===== config.mk =====
export PLATFORM = sky130hd
export DESIGN_NAME = dual_eye_blink_detector_flat
export DESIGN_NICKNAME = d
export VERILOG_FILES = /design/src/debd_pkg.sv /design/src/debd_if.sv /design/src/debd_lane.sv /design/src/debd_merge.sv /design/src/dual_eye_blink_detector.sv /design/src/flat_wrapper.sv
export SDC_FILE = /design/constraint.sdc
export NUM_CORES = 1
export LEC_CHECK = 0
export BUFFER_PORTS_ARGS = -buffer_cell sky130_fd_sc_hd__buf_2
export CAP_MARGIN = 40
export CORE_MARGIN = 2
export CORE_UTILIZATION = 46
export CTS_CLUSTER_SIZE = 24
export DETAILED_ROUTE_END_ITERATION = 6
export PLACE_DENSITY = 0.65
export REMOVE_ABC_BUFFERS = 1
export SLEW_MARGIN = 20
export SYNTH_ARGS = -nofsm -noshare
export SYNTH_HDL_FRONTEND = slang
export SYNTH_SLANG_ARGS = --single-unit

===== constraint.sdc =====
create_clock -name clk -period 7.68 [get_ports clk]
set_clock_uncertainty 0.05 [all_clocks]
set_input_delay 0.384 -clock clk [delete_from_list [all_inputs] [get_ports clk]]
set_output_delay 0.384 -clock clk [all_outputs]
set_load 0.03 [all_outputs]

===== src/debd_pkg.sv =====
// Package: shared types and constants for the dual eye blink detector.
`timescale 1ns / 1ps

package debd_pkg;

    localparam int SAMPLE_W   = 16;
    localparam int FRAME_W    = 32;
    localparam int TIME_W     = 32;
    localparam int TIMEOUT_W  = 16;
    localparam int CFG_IDX_W  = 1;

    localparam logic [TIMEOUT_W-1:0] ARM_TIMEOUT_RESET  = 16'd500;
    localparam logic [TIMEOUT_W-1:0] RISE_TIMEOUT_RESET = 16'd800;

    typedef enum logic [CFG_IDX_W-1:0] {
        REG_ARM_TIMEOUT  = 1'b0,
        REG_RISE_TIMEOUT = 1'b1
    } cfg_reg_t;

    typedef struct packed {
        logic               found;
        logic [FRAME_W-1:0] start_frame;
        logic [TIME_W-1:0]  start_time;
        logic               busy;
    } eye_result_t;

    typedef struct packed {
        eye_result_t left;
        eye_result_t right;
    } blink_item_t;

endpackage


===== src/debd_if.sv =====
// Interfaces: frame input channel, blink result channel and configuration write channel.
`timescale 1ns / 1ps

interface debd_frame_if;
    import debd_pkg::*;

    logic                       valid;
    logic                       ready;
    logic        [FRAME_W-1:0]  frame_number;
    logic        [TIME_W-1:0]   time_ms;
    logic signed [SAMPLE_W-1:0] left_sample;
    logic signed [SAMPLE_W-1:0] left_low_threshold;
    logic signed [SAMPLE_W-1:0] left_high_threshold;
    logic signed [SAMPLE_W-1:0] right_sample;
    logic signed [SAMPLE_W-1:0] right_low_threshold;
    logic signed [SAMPLE_W-1:0] right_high_threshold;

    modport source (
        output valid, frame_number, time_ms,
               left_sample, left_low_threshold, left_high_threshold,
               right_sample, right_low_threshold, right_high_threshold,
        input  ready
    );

    modport sink (
        input  valid, frame_number, time_ms,
               left_sample, left_low_threshold, left_high_threshold,
               right_sample, right_low_threshold, right_high_threshold,
        output ready
    );
endinterface

interface debd_blink_if;
    import debd_pkg::*;

    logic               valid;
    logic               ready;
    logic               left_blink_found;
    logic [FRAME_W-1:0] left_start_frame;
    logic [TIME_W-1:0]  left_start_time;
    logic               left_busy;
    logic               right_blink_found;
    logic [FRAME_W-1:0] right_start_frame;
    logic [TIME_W-1:0]  right_start_time;
    logic               right_busy;

    modport source (
        output valid, left_blink_found, left_start_frame, left_start_time, left_busy,
               right_blink_found, right_start_frame, right_start_time, right_busy,
        input  ready
    );

    modport sink (
        input  valid, left_blink_found, left_start_frame, left_start_time, left_busy,
               right_blink_found, right_start_frame, right_start_time, right_busy,
        output ready
    );
endinterface

interface debd_cfg_if;
    import debd_pkg::*;

    logic                 valid;
    logic                 ready;
    logic [CFG_IDX_W-1:0] reg_index;
    logic [TIMEOUT_W-1:0] wdata;

    modport source (
        output valid, reg_index, wdata,
        input  ready
    );

    modport sink (
        input  valid, reg_index, wdata,
        output ready
    );
endinterface


===== src/debd_lane.sv =====
// Per-eye blink detector lane: phase state, last nonzero sample and crossing record.
`timescale 1ns / 1ps

module debd_lane
    import debd_pkg::*;
(
    input  logic                       clk,
    input  logic                       rst_n,
    input  logic                       accept,
    input  logic        [FRAME_W-1:0]  frame_number,
    input  logic        [TIME_W-1:0]   time_ms,
    input  logic signed [SAMPLE_W-1:0] sample,
    input  logic signed [SAMPLE_W-1:0] low_threshold,
    input  logic signed [SAMPLE_W-1:0] high_threshold,
    input  logic        [TIMEOUT_W-1:0] arm_timeout,
    input  logic        [TIMEOUT_W-1:0] rise_timeout,
    output eye_result_t                result
);

    typedef enum logic [1:0] {
        PH_IDLE  = 2'd0,
        PH_ARMED = 2'd1,
        PH_RISEN = 2'd2
    } phase_t;

    phase_t                     phase_reg;
    phase_t                     phase_next;
    logic signed [SAMPLE_W-1:0] prev_reg;
    logic signed [SAMPLE_W-1:0] prev_next;
    logic signed [SAMPLE_W-1:0] prev_eff;
    logic        [FRAME_W-1:0]  cross_frame_reg;
    logic        [FRAME_W-1:0]  cross_frame_next;
    logic        [TIME_W-1:0]   cross_time_reg;
    logic        [TIME_W-1:0]   cross_time_next;
    logic                       adding_reg;
    logic                       adding_next;
    logic        [TIME_W-1:0]   elapsed;
    logic                       found;
    logic        [FRAME_W-1:0]  start_frame;
    logic        [TIME_W-1:0]   start_time;

    always_comb
    begin
        elapsed          = time_ms - cross_time_reg;
        phase_next       = phase_reg;
        cross_frame_next = cross_frame_reg;
        cross_time_next  = cross_time_reg;
        adding_next      = adding_reg;
        found            = 1'b0;
        start_frame      = '0;
        start_time       = '0;
        prev_eff         = prev_reg;

        unique case (phase_reg)
            PH_ARMED:
            begin
                if (elapsed > {{(TIME_W-TIMEOUT_W){1'b0}}, arm_timeout})
                begin
                    phase_next = PH_IDLE;
                end
                else if (sample > high_threshold)
                begin
                    phase_next = PH_RISEN;
                end
            end
            PH_RISEN:
            begin
                if (elapsed > {{(TIME_W-TIMEOUT_W){1'b0}}, rise_timeout})
                begin
                    phase_next = PH_IDLE;
                end
                else if (prev_reg > 16'sd0 && sample < 16'sd0)
                begin
                    found            = 1'b1;
                    start_frame      = cross_frame_reg;
                    start_time       = cross_time_reg;
                    cross_frame_next = frame_number;
                    cross_time_next  = time_ms;
                    adding_next      = 1'b0;
                    phase_next       = PH_IDLE;
                end
            end
            default:
            begin
                if (prev_reg == 16'sd0 && sample != 16'sd0)
                begin
                    prev_eff = sample;
                end
                if (prev_eff > 16'sd0 && sample < 16'sd0)
                begin
                    cross_frame_next = frame_number;
                    cross_time_next  = time_ms;
                end
                if (sample < low_threshold)
                begin
                    adding_next = 1'b1;
                    phase_next  = PH_ARMED;
                end
                else
                begin
                    phase_next = PH_IDLE;
                end
            end
        endcase

        prev_next = (sample != 16'sd0) ? sample : prev_reg;
    end

    always_ff @(posedge clk or negedge rst_n)
    begin
        if (!rst_n)
        begin
            phase_reg       <= PH_IDLE;
            prev_reg        <= '0;
            cross_frame_reg <= '0;
            cross_time_reg  <= '0;
            adding_reg      <= 1'b0;
        end
        else if (accept)
        begin
            phase_reg       <= phase_next;
            prev_reg        <= prev_next;
            cross_frame_reg <= cross_frame_next;
            cross_time_reg  <= cross_time_next;
            adding_reg      <= adding_next;
        end
    end

    assign result.found       = found;
    assign result.start_frame = start_frame;
    assign result.start_time  = start_time;
    assign result.busy        = adding_next;

endmodule


===== src/debd_merge.sv =====
// Merge stage: joins both lane results into one transaction behind a skid buffer.
`timescale 1ns / 1ps

module debd_merge
    import debd_pkg::*;
(
    input  logic         clk,
    input  logic         rst_n,
    input  logic         push,
    input  eye_result_t  left,
    input  eye_result_t  right,
    output logic         push_ready,
    debd_blink_if.source blinks
);

    blink_item_t push_item;
    blink_item_t main_reg;
    blink_item_t skid_reg;
    logic        main_valid_reg;
    logic        skid_valid_reg;
    logic        pop;

    assign push_item.left  = left;
    assign push_item.right = right;
    assign push_ready      = !skid_valid_reg;
    assign pop             = main_valid_reg && blinks.ready;

    always_ff @(posedge clk or negedge rst_n)
    begin
        if (!rst_n)
        begin
            main_valid_reg <= 1'b0;
            skid_valid_reg <= 1'b0;
        end
        else
        begin
            priority if (pop && skid_valid_reg)
            begin
                skid_valid_reg <= 1'b0;
            end
            else if (pop)
            begin
                main_valid_reg <= push;
            end
            else if (push && !main_valid_reg)
            begin
                main_valid_reg <= 1'b1;
            end
            else if (push)
            begin
                skid_valid_reg <= 1'b1;
            end
        end
    end

    // hold payload: pop moves skid to main; push fills main when free, else skid
    always_ff @(posedge clk)
    begin
        if (pop && skid_valid_reg)
        begin
            main_reg <= skid_reg;
        end
        else if (push && (pop || !main_valid_reg))
        begin
            main_reg <= push_item;
        end
        if (push && main_valid_reg && !pop)
        begin
            skid_reg <= push_item;
        end
    end

    assign blinks.valid             = main_valid_reg;
    assign blinks.left_blink_found  = main_reg.left.found;
    assign blinks.left_start_frame  = main_reg.left.start_frame;
    assign blinks.left_start_time   = main_reg.left.start_time;
    assign blinks.left_busy         = main_reg.left.busy;
    assign blinks.right_blink_found = main_reg.right.found;
    assign blinks.right_start_frame = main_reg.right.start_frame;
    assign blinks.right_start_time  = main_reg.right.start_time;
    assign blinks.right_busy        = main_reg.right.busy;

endmodule


===== src/dual_eye_blink_detector.sv =====
// Top level: dual eye blink detector with two lanes, merge stage and timeout registers.
//
//  channel  | modport | carries
//  ---------+---------+----------------------------------------------------
//  frames   | sink    | frame number, timestamp, per-eye sample and thresholds
//  blinks   | source  | per-eye blink flag, start frame, start time, busy flag
//  cfg      | sink    | timeout register index and write data
//
//  One frame per cycle while frames.ready is high; each result is registered.
//  Both lanes update their state in the accepting cycle; the merge stage's
//  two-entry skid buffer keeps frames.ready high while blinks stalls for one item.
//  frames.ready drops only when both buffer entries are full.
//  Reset clears lane state and loads the timeouts with 500 ms and 800 ms.
`timescale 1ns / 1ps

module dual_eye_blink_detector
    import debd_pkg::*;
(
    input  logic         clk,
    input  logic         rst_n,
    debd_frame_if.sink   frames,
    debd_blink_if.source blinks,
    debd_cfg_if.sink     cfg
);

    logic [TIMEOUT_W-1:0] arm_timeout_reg;
    logic [TIMEOUT_W-1:0] rise_timeout_reg;
    logic                 accept;
    logic                 push_ready;
    eye_result_t          left_result;
    eye_result_t          right_result;

    assign cfg.ready    = 1'b1;
    assign frames.ready = push_ready;
    assign accept       = frames.valid && push_ready;

    always_ff @(posedge clk or negedge rst_n)
    begin
        if (!rst_n)
        begin
            arm_timeout_reg  <= ARM_TIMEOUT_RESET;
            rise_timeout_reg <= RISE_TIMEOUT_RESET;
        end
        else if (cfg.valid)
        begin
            unique case (cfg_reg_t'(cfg.reg_index))
                REG_ARM_TIMEOUT:  arm_timeout_reg  <= cfg.wdata;
                REG_RISE_TIMEOUT: rise_timeout_reg <= cfg.wdata;
                default:          arm_timeout_reg  <= arm_timeout_reg;
            endcase
        end
    end

    debd_lane u_left_lane (
        .clk            (clk),
        .rst_n          (rst_n),
        .accept         (accept),
        .frame_number   (frames.frame_number),
        .time_ms        (frames.time_ms),
        .sample         (frames.left_sample),
        .low_threshold  (frames.left_low_threshold),
        .high_threshold (frames.left_high_threshold),
        .arm_timeout    (arm_timeout_reg),
        .rise_timeout   (rise_timeout_reg),
        .result         (left_result)
    );

    debd_lane u_right_lane (
        .clk            (clk),
        .rst_n          (rst_n),
        .accept         (accept),
        .frame_number   (frames.frame_number),
        .time_ms        (frames.time_ms),
        .sample         (frames.right_sample),
        .low_threshold  (frames.right_low_threshold),
        .high_threshold (frames.right_high_threshold),
        .arm_timeout    (arm_timeout_reg),
        .rise_timeout   (rise_timeout_reg),
        .result         (right_result)
    );

    debd_merge u_merge (
        .clk        (clk),
        .rst_n      (rst_n),
        .push       (accept),
        .left       (left_result),
        .right      (right_result),
        .push_ready (push_ready),
        .blinks     (blinks)
    );

endmodule


===== src/flat_wrapper.sv =====
// flat-port wrapper written by rule: the top's interface ports become plain ports
module dual_eye_blink_detector_flat import debd_pkg::*;
  (clk, rst_n, frames_valid, frames_frame_number, frames_time_ms, frames_left_sample, frames_left_low_threshold, frames_left_high_threshold, frames_right_sample, frames_right_low_threshold, frames_right_high_threshold, frames_ready, blinks_valid, blinks_left_blink_found, blinks_left_start_frame, blinks_left_start_time, blinks_left_busy, blinks_right_blink_found, blinks_right_start_frame, blinks_right_start_time, blinks_right_busy, blinks_ready, cfg_valid, cfg_reg_index, cfg_wdata, cfg_ready);
  debd_frame_if frames_i ();
  debd_blink_if blinks_i ();
  debd_cfg_if cfg_i ();
  input  logic clk;
  input  logic rst_n;
  input wire logic [$bits(frames_i.valid)-1:0] frames_valid;
  input wire logic [$bits(frames_i.frame_number)-1:0] frames_frame_number;
  input wire logic [$bits(frames_i.time_ms)-1:0] frames_time_ms;
  input wire logic [$bits(frames_i.left_sample)-1:0] frames_left_sample;
  input wire logic [$bits(frames_i.left_low_threshold)-1:0] frames_left_low_threshold;
  input wire logic [$bits(frames_i.left_high_threshold)-1:0] frames_left_high_threshold;
  input wire logic [$bits(frames_i.right_sample)-1:0] frames_right_sample;
  input wire logic [$bits(frames_i.right_low_threshold)-1:0] frames_right_low_threshold;
  input wire logic [$bits(frames_i.right_high_threshold)-1:0] frames_right_high_threshold;
  output wire logic [$bits(frames_i.ready)-1:0] frames_ready;
  output wire logic [$bits(blinks_i.valid)-1:0] blinks_valid;
  output wire logic [$bits(blinks_i.left_blink_found)-1:0] blinks_left_blink_found;
  output wire logic [$bits(blinks_i.left_start_frame)-1:0] blinks_left_start_frame;
  output wire logic [$bits(blinks_i.left_start_time)-1:0] blinks_left_start_time;
  output wire logic [$bits(blinks_i.left_busy)-1:0] blinks_left_busy;
  output wire logic [$bits(blinks_i.right_blink_found)-1:0] blinks_right_blink_found;
  output wire logic [$bits(blinks_i.right_start_frame)-1:0] blinks_right_start_frame;
  output wire logic [$bits(blinks_i.right_start_time)-1:0] blinks_right_start_time;
  output wire logic [$bits(blinks_i.right_busy)-1:0] blinks_right_busy;
  input wire logic [$bits(blinks_i.ready)-1:0] blinks_ready;
  input wire logic [$bits(cfg_i.valid)-1:0] cfg_valid;
  input wire logic [$bits(cfg_i.reg_index)-1:0] cfg_reg_index;
  input wire logic [$bits(cfg_i.wdata)-1:0] cfg_wdata;
  output wire logic [$bits(cfg_i.ready)-1:0] cfg_ready;
  assign frames_i.valid = frames_valid;
  assign frames_i.frame_number = frames_frame_number;
  assign frames_i.time_ms = frames_time_ms;
  assign frames_i.left_sample = frames_left_sample;
  assign frames_i.left_low_threshold = frames_left_low_threshold;
  assign frames_i.left_high_threshold = frames_left_high_threshold;
  assign frames_i.right_sample = frames_right_sample;
  assign frames_i.right_low_threshold = frames_right_low_threshold;
  assign frames_i.right_high_threshold = frames_right_high_threshold;
  assign frames_ready = frames_i.ready;
  assign blinks_valid = blinks_i.valid;
  assign blinks_left_blink_found = blinks_i.left_blink_found;
  assign blinks_left_start_frame = blinks_i.left_start_frame;
  assign blinks_left_start_time = blinks_i.left_start_time;
  assign blinks_left_busy = blinks_i.left_busy;
  assign blinks_right_blink_found = blinks_i.right_blink_found;
  assign blinks_right_start_frame = blinks_i.right_start_frame;
  assign blinks_right_start_time = blinks_i.right_start_time;
  assign blinks_right_busy = blinks_i.right_busy;
  assign blinks_i.ready = blinks_ready;
  assign cfg_i.valid = cfg_valid;
  assign cfg_i.reg_index = cfg_reg_index;
  assign cfg_i.wdata = cfg_wdata;
  assign cfg_ready = cfg_i.ready;
  dual_eye_blink_detector u_core (.clk(clk), .rst_n(rst_n), .frames(frames_i), .blinks(blinks_i), .cfg(cfg_i));
endmodule

==> results of run 1 <==
==> cell usage in the layout, fill, tap and decap left out, types with 14 or more instances in the layout <==
cell,count
buf_2,314
nand2_1,310
edfxtp_1,264
nor2_1,197
dfrtp_1,191
ha_1,190
o21ai_0,186
inv_1,185
a21oi_1,144
and2_1,76
or3_1,72
and4_1,69
mux2_1,59
nand3_1,53
mux2_2,53
nor4_1,50
clkbuf_16,49
dlygate4sd3_1,47
a21o_1,39
o31ai_1,37
nor3b_1,34
nand4_1,33
nand3b_1,33
o221ai_1,33
a22o_1,31
o21a_1,30
nor3_1,30
buf_4,30
xnor2_1,25
o211ai_1,22
nor2b_1,19
xor2_1,15
clkbuf_1,14
==> worst register-to-register path, cell delays in order, from the launching register on <==
cell       delay (ns)
dfrtp_1          0.34
inv_1            0.08
ha_1             0.38
o211ai_1         0.12
a21oi_1          0.35
o211ai_1         0.21
a2111oi_0        0.67
buf_4            0.24
or4_1            0.10
o311ai_0         0.17
a2111oi_0        0.67
and4_4           0.72
nand3_4          0.40
inv_1            0.40
buf_4            0.41
and2_1           0.24
==> cells by family (layout without fill, tap and decap cells) <==
logic type	after synthesis	count (layout)	synth area share, %
buf+inv	351	682	4.98
fa+ha+maj	194	194	8.81
flops	464	464	46.7
mux	118	118	4.76
compound gates	613	613	14.3
other cells	1	4	0.0135
simple gates	1022	1022	19.2
xor+xnor	40	40	1.26
==> through the flow <==
step	hold slack, ns	worst slack [ns]
floorplan	0.0384	-0.477
global placement	0.372	2.01
global route	0.0179	1.56
detailed placement	0.386	1.91
CTS	0.000598	1.98
finish	0.0285	1.97
==> routing by layer <==
metal | wire length [um] | vias up | part of all wire [%]
met5 | 12 | - | 0.015
met4 | 1650 | 2 | 2.0
met3 | 4920 | 111 | 6.0
met2 | 39600 | 786 | 48
met1 | 35800 | 11100 | 44
li1 | - | 10800 | -
==> path summary, 6_finish.rpt <==
kind	to	cells past startpoint	slack [ns]
min in group asynchronous	u_core.u_left_lane.cross_time_reg[22]	2	0.31
worst min register to register	u_core.u_left_lane.cross_time_reg[19]	1	0.44
worst max-delay path	u_core.u_merge.skid_reg[39]	15	1.97
worst min-delay path	u_core.u_left_lane.cross_time_reg[10]	2	0.03
worst max register to register	u_core.u_merge.skid_reg[39]	15	1.97
max in group asynchronous	u_core.u_right_lane.cross_frame_reg[14]	3	5.98
==> layout make-up <==
class / instances / area, sq um / area share [%]
Antenna cell: 3 / 7.51 / 0.0232
Clock buffer: 66 / 1330 / 4.10
Clock inverter: 24 / 343 / 1.06
Inverter: 185 / 694 / 2.14
Multi-Input combinational cell: 1988 / 13500 / 41.6
Sequential cell: 464 / 12900 / 39.9
Tap cell: 782 / 978 / 3.02
Timing Repair Buffer: 407 / 2640 / 8.13
==> what timing repair did <==
action / in CTS / in global routing
hold buffers: 47 / 0
resized for setup: 0 / 0
endpoints found under the hold margin: 138 / 0
==> report_power, final <==
group	internal, mW	switching, mW
clock	1.46	1.02
sequential	3.59	0.430
combinational	2.15	4.00
==> summary.txt, run 1 <==
status: finished, final reports clean
Chip Width: 250 um
CP max stage cell: and4_4
Residual DRC: 0
Req. time, crit path: 8.08 ns
Yosys reg bits: 464
CORE AREA: 60,000 sq um
Seq/Total Area, Yosys: 46.7%
Clock Latency Late Sink: 0.60 ns
port buffer count: 315
commonest register cell after synthesis: edfxtp_1
Worst slew margin: 46.8%
antenna viol nets, final: 0
YS warnings: 0
Post-synth EDFFs: 264
Sink Count: 464
max reg flops: 132
Final Non-Filler Cells: 3,919
first-pass GRT wire length: 129,000 um
vias in the first global route: 22,600
Peak supply drop: 0.441 mV
post-route setup TNS: 0 ns
Root Buffer: clkbuf_16
GR Util met3: 3.80%
Finish-stage setup viols: 0
drt total wl: 82,000 um
Layout area overhead: 16.9%
DR pass1 iterations: 5
ys async rst share: 43.1%
Hold Startpoint: frames_time_ms[10]
HPWL after DPL: 58,500 um
top post-synthesis cells by area: edfxtp_1 29%, dfrtp_1 17%, ha_1 8.7%
CP Cell Sequence: inv_1 -> ha_1 -> o211ai_1 -> a21oi_1 -> o211ai_1 -> a2111oi_0 -> buf_4 -> or4_1 -> o311ai_0 -> a2111oi_0 -> and4_4 -> nand3_4 -> inv_1 -> buf_4 -> and2_1
count of cell types in the netlist: 80
Starting DRT DRC Count: 1,641
critical path type: reg -> reg
Worst Path Buf+Inv: 4
clk slew on worst S/H paths: 0.06 ns
finished layout cell area: 32,400 sq um
dominant delay contributor by cell family on the critical path: compound AO/OA/AOI/OAI gates
Fmax: 175 MHz
Worst Setup Start Kind: flop
overall global routing resource usage: 26.0%
r2r startpoint: u_core.u_right_lane.cross_time_reg[4]
Setup crit start: u_core.u_right_lane.cross_time_reg[4]
Max stage delay on crit path: 0.72 ns
Final Cycle Share: 74.3%
Synth top area share: 28.6%
largest net degree at the start of global routing: 99
Via density: 5.83
met1 Use GR: 35.3%
CP Max Fanout: 46
CTS Buf Count: 49
GPL Wtd Cong: 0.914
met2 Track Usage GR: 43.9%
Worst EP arrival: 6.11 ns
Cells after DPL: 3,770
busiest grt layer: met2
Clock Tree Buf Depth: 3
synthesized area per cell: 9.89 sq um
cell taking the most area after synthesis: edfxtp_1
maxcap violations: 0
H-tree depth: 2
CTS tree: done
die area: 62,300 sq um
ratio of cells with drive above 1 in the final layout: 16.8%
# nets final: 3,471
die height: 250 um
Initial Util: 46.2%
Hold Crit Class: in -> reg
global route total overflow: 0
initial antenna violation count: 4
Post-CTS Setup Repair Bufs: 0
routed via count: 22,800
post-layout util: 54.0%
unrepaired setup endpoints after global routing: no
most common library cells after synthesis: 311 x nand2_1, 264 x edfxtp_1, 198 x nor2_1
Worst Max-Slew Pin Slew: 0.795 ns
pwr/cell area: 390 nW/um^2
I/O pin count: 317
cell leakage power: 13.7 nW
most frequent cell after synthesis: nand2_1
Fin. Hold Viols: 0
total power: 12.7 mW
Rows: 90
crit end category: flop
filler cell count in the final layout: 5,349
Synth Instances: 2,803
Period minus WS final: 5.71 ns
Area after DPL: 30,100 sq um
Wirelength per Cell: 20.9 um
area of the mapped netlist: 27,700 sq um
max-slew violations: 0
Power figures use the tool's default switching activity.
==> inputs of run 2 (changes only) <==
--- a/config.mk
+++ b/config.mk
@@ -11,7 +11,7 @@
 export CORE_UTILIZATION = 46
 export CTS_CLUSTER_SIZE = 24
 export DETAILED_ROUTE_END_ITERATION = 6
-export PLACE_DENSITY = 0.65
+export PLACE_DENSITY = 0.68
 export REMOVE_ABC_BUFFERS = 1
 export SLEW_MARGIN = 20
 export SYNTH_ARGS = -nofsm -noshare
==> constraint.sdc (replaced) <==
create_clock -name clk -period 4.75 [get_ports clk]
set_clock_uncertainty 0.05 [all_clocks]
set_input_delay 0.2375 -clock clk [delete_from_list [all_inputs] [get_ports clk]]
set_output_delay 0.2375 -clock clk [all_outputs]
set_load 0.03 [all_outputs]
==> summary.txt, run 2 (synthesized netlist as in run 1, its figures left out) <==
pre-CTS setup slack: -0.337 ns
CP Cell Sequence: inv_1 -> ha_1 -> buf_4 -> a21o_1 -> a221oi_2 -> nor4_1 -> a211oi_1 -> buf_4 -> o221ai_1 -> or4_1 -> nor4bb_1 -> and4_4 -> nand3_4 -> buf_12 -> clkinvlp_4 -> buf_12 -> clkbuf_16 -> and2_1
max reg flops: 132
Hold Crit Class: in -> reg
Root Buffer: clkbuf_16
finished layout cell area: 34,200 sq um
most common cell after layout, fill and taps aside: buf_2
Clock Tree Buf Depth: 3
die height: 250 um
r2r startpoint: u_core.u_right_lane.cross_time_reg[6]
port buffer count: 315
Initial Util: 46.2%
Hold WS: 0.0370 ns
CP Max Fanout: 8
Chip Width: 250 um
Final Cycle Share: 99.4%
maxcap violations: 0
Setup crit start: u_core.u_right_lane.cross_time_reg[6]
largest net degree at the start of global routing: 123
Starting DRT DRC Count: 1,809
CP max stage cell: nor4bb_1
Sink Count: 464
antenna viol nets, final: 0
cell leakage power: 14.5 nW
vias in the first global route: 23,600
Sequential Power Share: 30.5%
Worst EP arrival: 5.14 ns
DR pass1 iterations: 5
filler cell count in the final layout: 5,098
Residual DRC: 0
Req. time, crit path: 5.17 ns
fin worst setup slack: 0.0301 ns
critical path type: reg -> reg
Finish-stage setup viols: 0
routed via count: 23,700
Peak supply drop: 0.755 mV
I/O pin count: 317
post-layout util: 57.0%
Final Non-Filler Cells: 4,071
Rows: 90
CTS tree: done
CTS Buf Count: 51
Worst slew margin: 34.5%
drt total wl: 84,400 um
die area: 62,300 sq um
# nets final: 3,621
Clock Latency Late Sink: 0.61 ns
Gate power share: 51.3%
Max stage delay on crit path: 0.51 ns
internal power: 12.2 mW
clk slew on worst S/H paths: 0.06 ns
Clock power frac: 18.2%
unrepaired setup endpoints after global routing: yes
overall global routing resource usage: 26.0%
first-pass GRT wire length: 130,000 um
Period minus WS final: 4.72 ns
Layout area overhead: 23.5%
Cells after DPL: 3,829
status: finished, final reports clean
Worst Max-Slew Pin Slew: 0.983 ns
most frequent cells in the layout: 314 x buf_2, 305 x nand2_1, 264 x edfxtp_1, 195 x nor2_1, 191 x dfrtp_1
ratio of cells with drive above 1 in the final layout: 20.0%
GPL Wtd Cong: 0.942
H-tree depth: 2
Fin. Hold Viols: 0
crit end category: flop
fraction of power spent switching nets: 43.1%
switching power: 9.22 mW
pwr/cell area: 625 nW/um^2
CORE AREA: 60,000 sq um
total power: 21.4 mW
max-slew violations: 0
Wirelength per Cell: 20.7 um
Hold Startpoint: cfg_reg_index
initial antenna violation count: 2
post-route setup TNS: 0 ns
Area after DPL: 30,800 sq um
Fmax: 212 MHz
Via density: 5.83
global route total overflow: 0
HPWL after DPL: 58,900 um
Worst Setup Start Kind: flop
run 2: changes by cell type in the layout (fill, tap and decap cells not counted), sizes merged:
| cell | delta |
|---|---|
| clkbuf | +13 |
| dlygate4sd3 | +74 |
| clkinv | +4 |
| buf | +71 |
| bufinv | -6 |
| diode | -2 |
| inv | -1 |
| clkinvlp | -1 |
run 2: cell type report:
| cell class | instances | area [sq um] | share of cell area [%] |
|---|---|---|---|
| Antenna cell | 1 | 2.50 | 0.00731 |
| Clock buffer | 76 | 1480 | 4.33 |
| Clock inverter | 20 | 170 | 0.497 |
| Inverter | 185 | 698 | 2.04 |
| Multi-Input combinational cell | 1988 | 13800 | 40.3 |
| Sequential cell | 464 | 12900 | 37.8 |
| Tap cell | 782 | 978 | 2.86 |
| Timing Repair Buffer | 555 | 4160 | 12.1 |
run 2: path summary, 6_finish.rpt:
kind / end / slack (ns) / depth (start not counted)
setup / recovery: u_core.u_merge.skid_reg[36] / 0.03 / 18
hold / removal: u_core.arm_timeout_reg[0] / 0.04 / 3
setup reg to reg: u_core.u_merge.skid_reg[36] / 0.03 / 18
hold reg to reg: u_core.u_left_lane.cross_time_reg[6] / 0.44 / 1
max in group asynchronous: u_core.u_right_lane.cross_time_reg[9] / 3.10 / 3
min in group asynchronous: u_core.u_right_lane.cross_time_reg[26] / 0.28 / 2
run 2: worst max-delay path: cells and delay by family (launching register included):
kind	cells	cell delay (ns)
adders and majority gates	1	0.33
AOI/OAI and AO/OA	4	1.00
and+or+nand+nor	6	1.72
DFF	1	0.38
buffers and inverters	7	1.08
run 2: repair_timing:
item,in CTS,in global routing
endpoints found under the setup margin,105,314
buffers inserted,2,14
pin swaps,2,18
endpoints found under the hold margin,286,0
hold buffers,121,0
cloned,0,5
resized for setup,16,65
run 2: per-layer routing:
layer / share of wire [%] / vias to the layer above / global-route usage [%]
met5: 0 / - / 0
met4: 2.5 / 0 / 6.83
met3: 5.9 / 122 / 3.41
met2: 49 / 860 / 45.0
met1: 43 / 11600 / 34.5
li1: - / 11100 / -
run 2: power groups by stage:
stage	registers, mW	clock network [mW]	logic, mW
after floorplan	7.36	0	5.76
after global placement	6.50	0	9.92
after detailed placement	6.57	0	10.2
after CTS	6.51	3.96	10.4
after global routing	6.66	4.12	12.0
final	6.51	3.90	11.0
==> inputs of run 3 (changes only) <==
--- a/config.mk
+++ b/config.mk
@@ -5,6 +5,7 @@
 export SDC_FILE = /design/constraint.sdc
 export NUM_CORES = 1
 export LEC_CHECK = 0
+export ABC_AREA = 1
 export BUFFER_PORTS_ARGS = -buffer_cell sky130_fd_sc_hd__buf_2
 export CAP_MARGIN = 40
 export CORE_MARGIN = 2
==> summary.txt, run 3 <==
status: finished, final reports clean
pwr/cell area: 570 nW/um^2
Yosys reg bits: 464
CP Max Fanout: 54
Chip Width: 248 um
Hold WS: 0.0255 ns
crit end category: flop
max-slew violations: 0
die area: 61,700 sq um
finished layout cell area: 32,700 sq um
Hold Crit Class: in -> reg
Via density: 5.13
Synth Area in Adders: 8.89%
Hold Startpoint: cfg_valid
Wirelength per Cell: 17.0 um
Worst Max-Slew Pin Slew: 0.868 ns
most frequent cells in the layout: 1,202 x nand2_1, 542 x inv_1, 314 x buf_2, 264 x edfxtp_1, 230 x nor2_1
clk slew on worst S/H paths: 0.06 ns
Fin. Hold Viols: 0
Peak supply drop: 0.344 mV
synthesized area per cell: 7.96 sq um
YS warnings: 0
multi-input logic area: 11,900 sq um
fin worst setup slack: 0.354 ns
Worst EP arrival: 4.85 ns
Synth Area in Compound Gates: 4.47%
Starting DRT DRC Count: 1,845
post-route setup TNS: 0 ns
Finish-stage setup viols: 0
GPL Wtd Cong: 0.939
initial antenna violation count: 1
reg2reg path depth: 20
CORE AREA: 59,000 sq um
Worst Hold Depth: 4
diode count: 0
ys async rst share: 43.1%
drt total wl: 79,000 um
Synth top area share: 28.8%
Period minus WS final: 4.40 ns
Root Buffer: clkbuf_16
Rows: 89
post-synthesis simple-gate area fraction: 28.7%
xor and xnor area share after synthesis: 0.988%
most common library cells after synthesis: 1,203 x nand2_1, 543 x inv_1, 264 x edfxtp_1
global route total overflow: 0
antenna viol nets, final: 0
top post-synthesis cells by area: edfxtp_1 29%, dfrtp_1 17%, nand2_1 16%
vias in the first global route: 23,200
most common cell after layout, fill and taps aside: nand2_1
CTS tree: done
# nets final: 4,222
I/O pin count: 317
port buffer count: 315
Initial Util: 46.6%
routed via count: 23,900
area of the mapped netlist: 27,500 sq um
register area: 12,900 sq um
Clock Latency Late Sink: 0.62 ns
filler cell count in the final layout: 5,517
largest family of logic cells by synthesized area: simple AND/OR/NAND/NOR gates
Clock Tree Buf Depth: 3
count of cell types in the netlist: 46
cell leakage power: 16.8 nW
ratio of cells with drive above 1 in the final layout: 12.4%
Area after DPL: 30,000 sq um
pre-CTS setup slack: 0.467 ns
DR pass1 iterations: 6
Req. time, crit path: 5.20 ns
Seq/Total Area, Yosys: 47.1%
Sink Count: 464
HPWL after DPL: 56,200 um
Layout area overhead: 19.1%
Residual DRC: 0
most frequent cell after synthesis: nand2_1
mux cell area share after synthesis: 0%
total power: 18.6 mW
first-pass GRT wire length: 125,000 um
cell taking the most area after synthesis: edfxtp_1
max reg flops: 132
Post-synth EDFFs: 264
Synth Instances: 3,455
largest net degree at the start of global routing: 165
H-tree depth: 2
maxcap violations: 0
overall global routing resource usage: 25.3%
Worst Setup Start Kind: flop
R2R setup slack: 0.35 ns
Fmax: 227 MHz
CTS Buf Count: 49
unrepaired setup endpoints after global routing: no
commonest register cell after synthesis: edfxtp_1
r2r startpoint: u_core.u_right_lane.cross_time_reg[0]
die height: 248 um
Final Cycle Share: 92.5%
Worst slew margin: 42.1%
Hold EP: u_core.arm_timeout_reg[2]
critical path type: reg -> reg
reg-to-reg endpoint: u_core.u_right_lane.cross_time_reg[19]
-- run 3: how the worst max path moves through the flow --
| stage | from | to | slack, ns | cells past startpoint |
|---|---|---|---|---|
| after floorplan | u_core.u_merge.blinks.valid | u_core.u_merge.blinks.left_blink_found | -8.01 | 4 |
| after global placement | frames_time_ms[0] | u_core.u_right_lane.cross_time_reg[31] | 0.44 | 22 |
| after detailed placement | frames_time_ms[0] | u_core.u_right_lane.cross_frame_reg[6] | 0.47 | 22 |
| after CTS | u_core.u_right_lane.cross_time_reg[0] | u_core.u_right_lane.cross_frame_reg[26] | 0.46 | 20 |
| after global routing | u_core.u_right_lane.cross_time_reg[0] | u_core.u_right_lane.cross_frame_reg[19] | 0.05 | 20 |
| final | u_core.u_right_lane.cross_time_reg[0] | u_core.u_right_lane.cross_time_reg[19] | 0.35 | 20 |
-- run 3: cell families (layout without fill, tap and decap cells) --
kind of cell	Yosys count	in the layout
and+or+nand+nor	1854	1854
buffers and inverters	678	1110
DFF	464	464
AOI/OAI and AO/OA	233	233
adders and majority gates	194	194
xor gates and xnor gates	31	31
other	1	1
-- run 3: layout make-up --
type	count	share of cell area, %
timing repair buffer	467	9.85
inverter	551	6.33
tap	773	2.95
clock buffer	67	4.11
clock inverter	25	0.845
multi-input combinational	2313	36.4
sequential	464	39.5
-- run 3: power by group --
group | total [mW] | switching [mW] | internal [mW]
Clock | 3.87 | 1.65 | 2.22
Combinational | 8.52 | 5.85 | 2.67
Sequential | 6.25 | 0.653 | 5.60
-- run 3: what timing repair did --
item,in CTS,in global routing
resized for setup,0,0
buffers inserted,0,0
hold buffers,114,0
hold endpoints to repair,277,0
-- run 3: layer usage --
| layer | wire, um | GRT usage (%) | vias up |
|---|---|---|---|
| li1 | - | - | 11900 |
| met1 | 35000 | 34.0 | 11200 |
| met2 | 37800 | 43.0 | 691 |
| met3 | 4500 | 3.48 | 107 |
| met4 | 1640 | 6.28 | 2 |
| met5 | 13 | 0 | - |
-- run 3: per-stage QoR --
step | util (%) | std cells
3_5_place_dp | 50.8 | 4454
6_report | 55.5 | 4660
3_3_place_gp | 50.6 | 4449
4_1_cts | 55.5 | 4660
2_1_floorplan | - | 3328
5_1_grt | 55.5 | 4660
-- run 3: critical path: stages (launching register included) --
cell     delay [ns]
dfrtp_1        0.44
ha_1           0.25
fa_1           0.42
inv_1          0.14
nand3_1        0.09
nand3_1        0.16
nand3_1        0.10
nand3_1        0.16
xor2_1         0.41
ha_1           0.32
nand4_1        0.12
a31oi_1        0.05
nor3_1         0.16
nand3_1        0.11
nand2_1        0.18
nand3_2        0.16
o21ai_4        0.21
nand3_2        0.25
buf_12         0.27
nand2_1        0.12
nand2_1        0.05
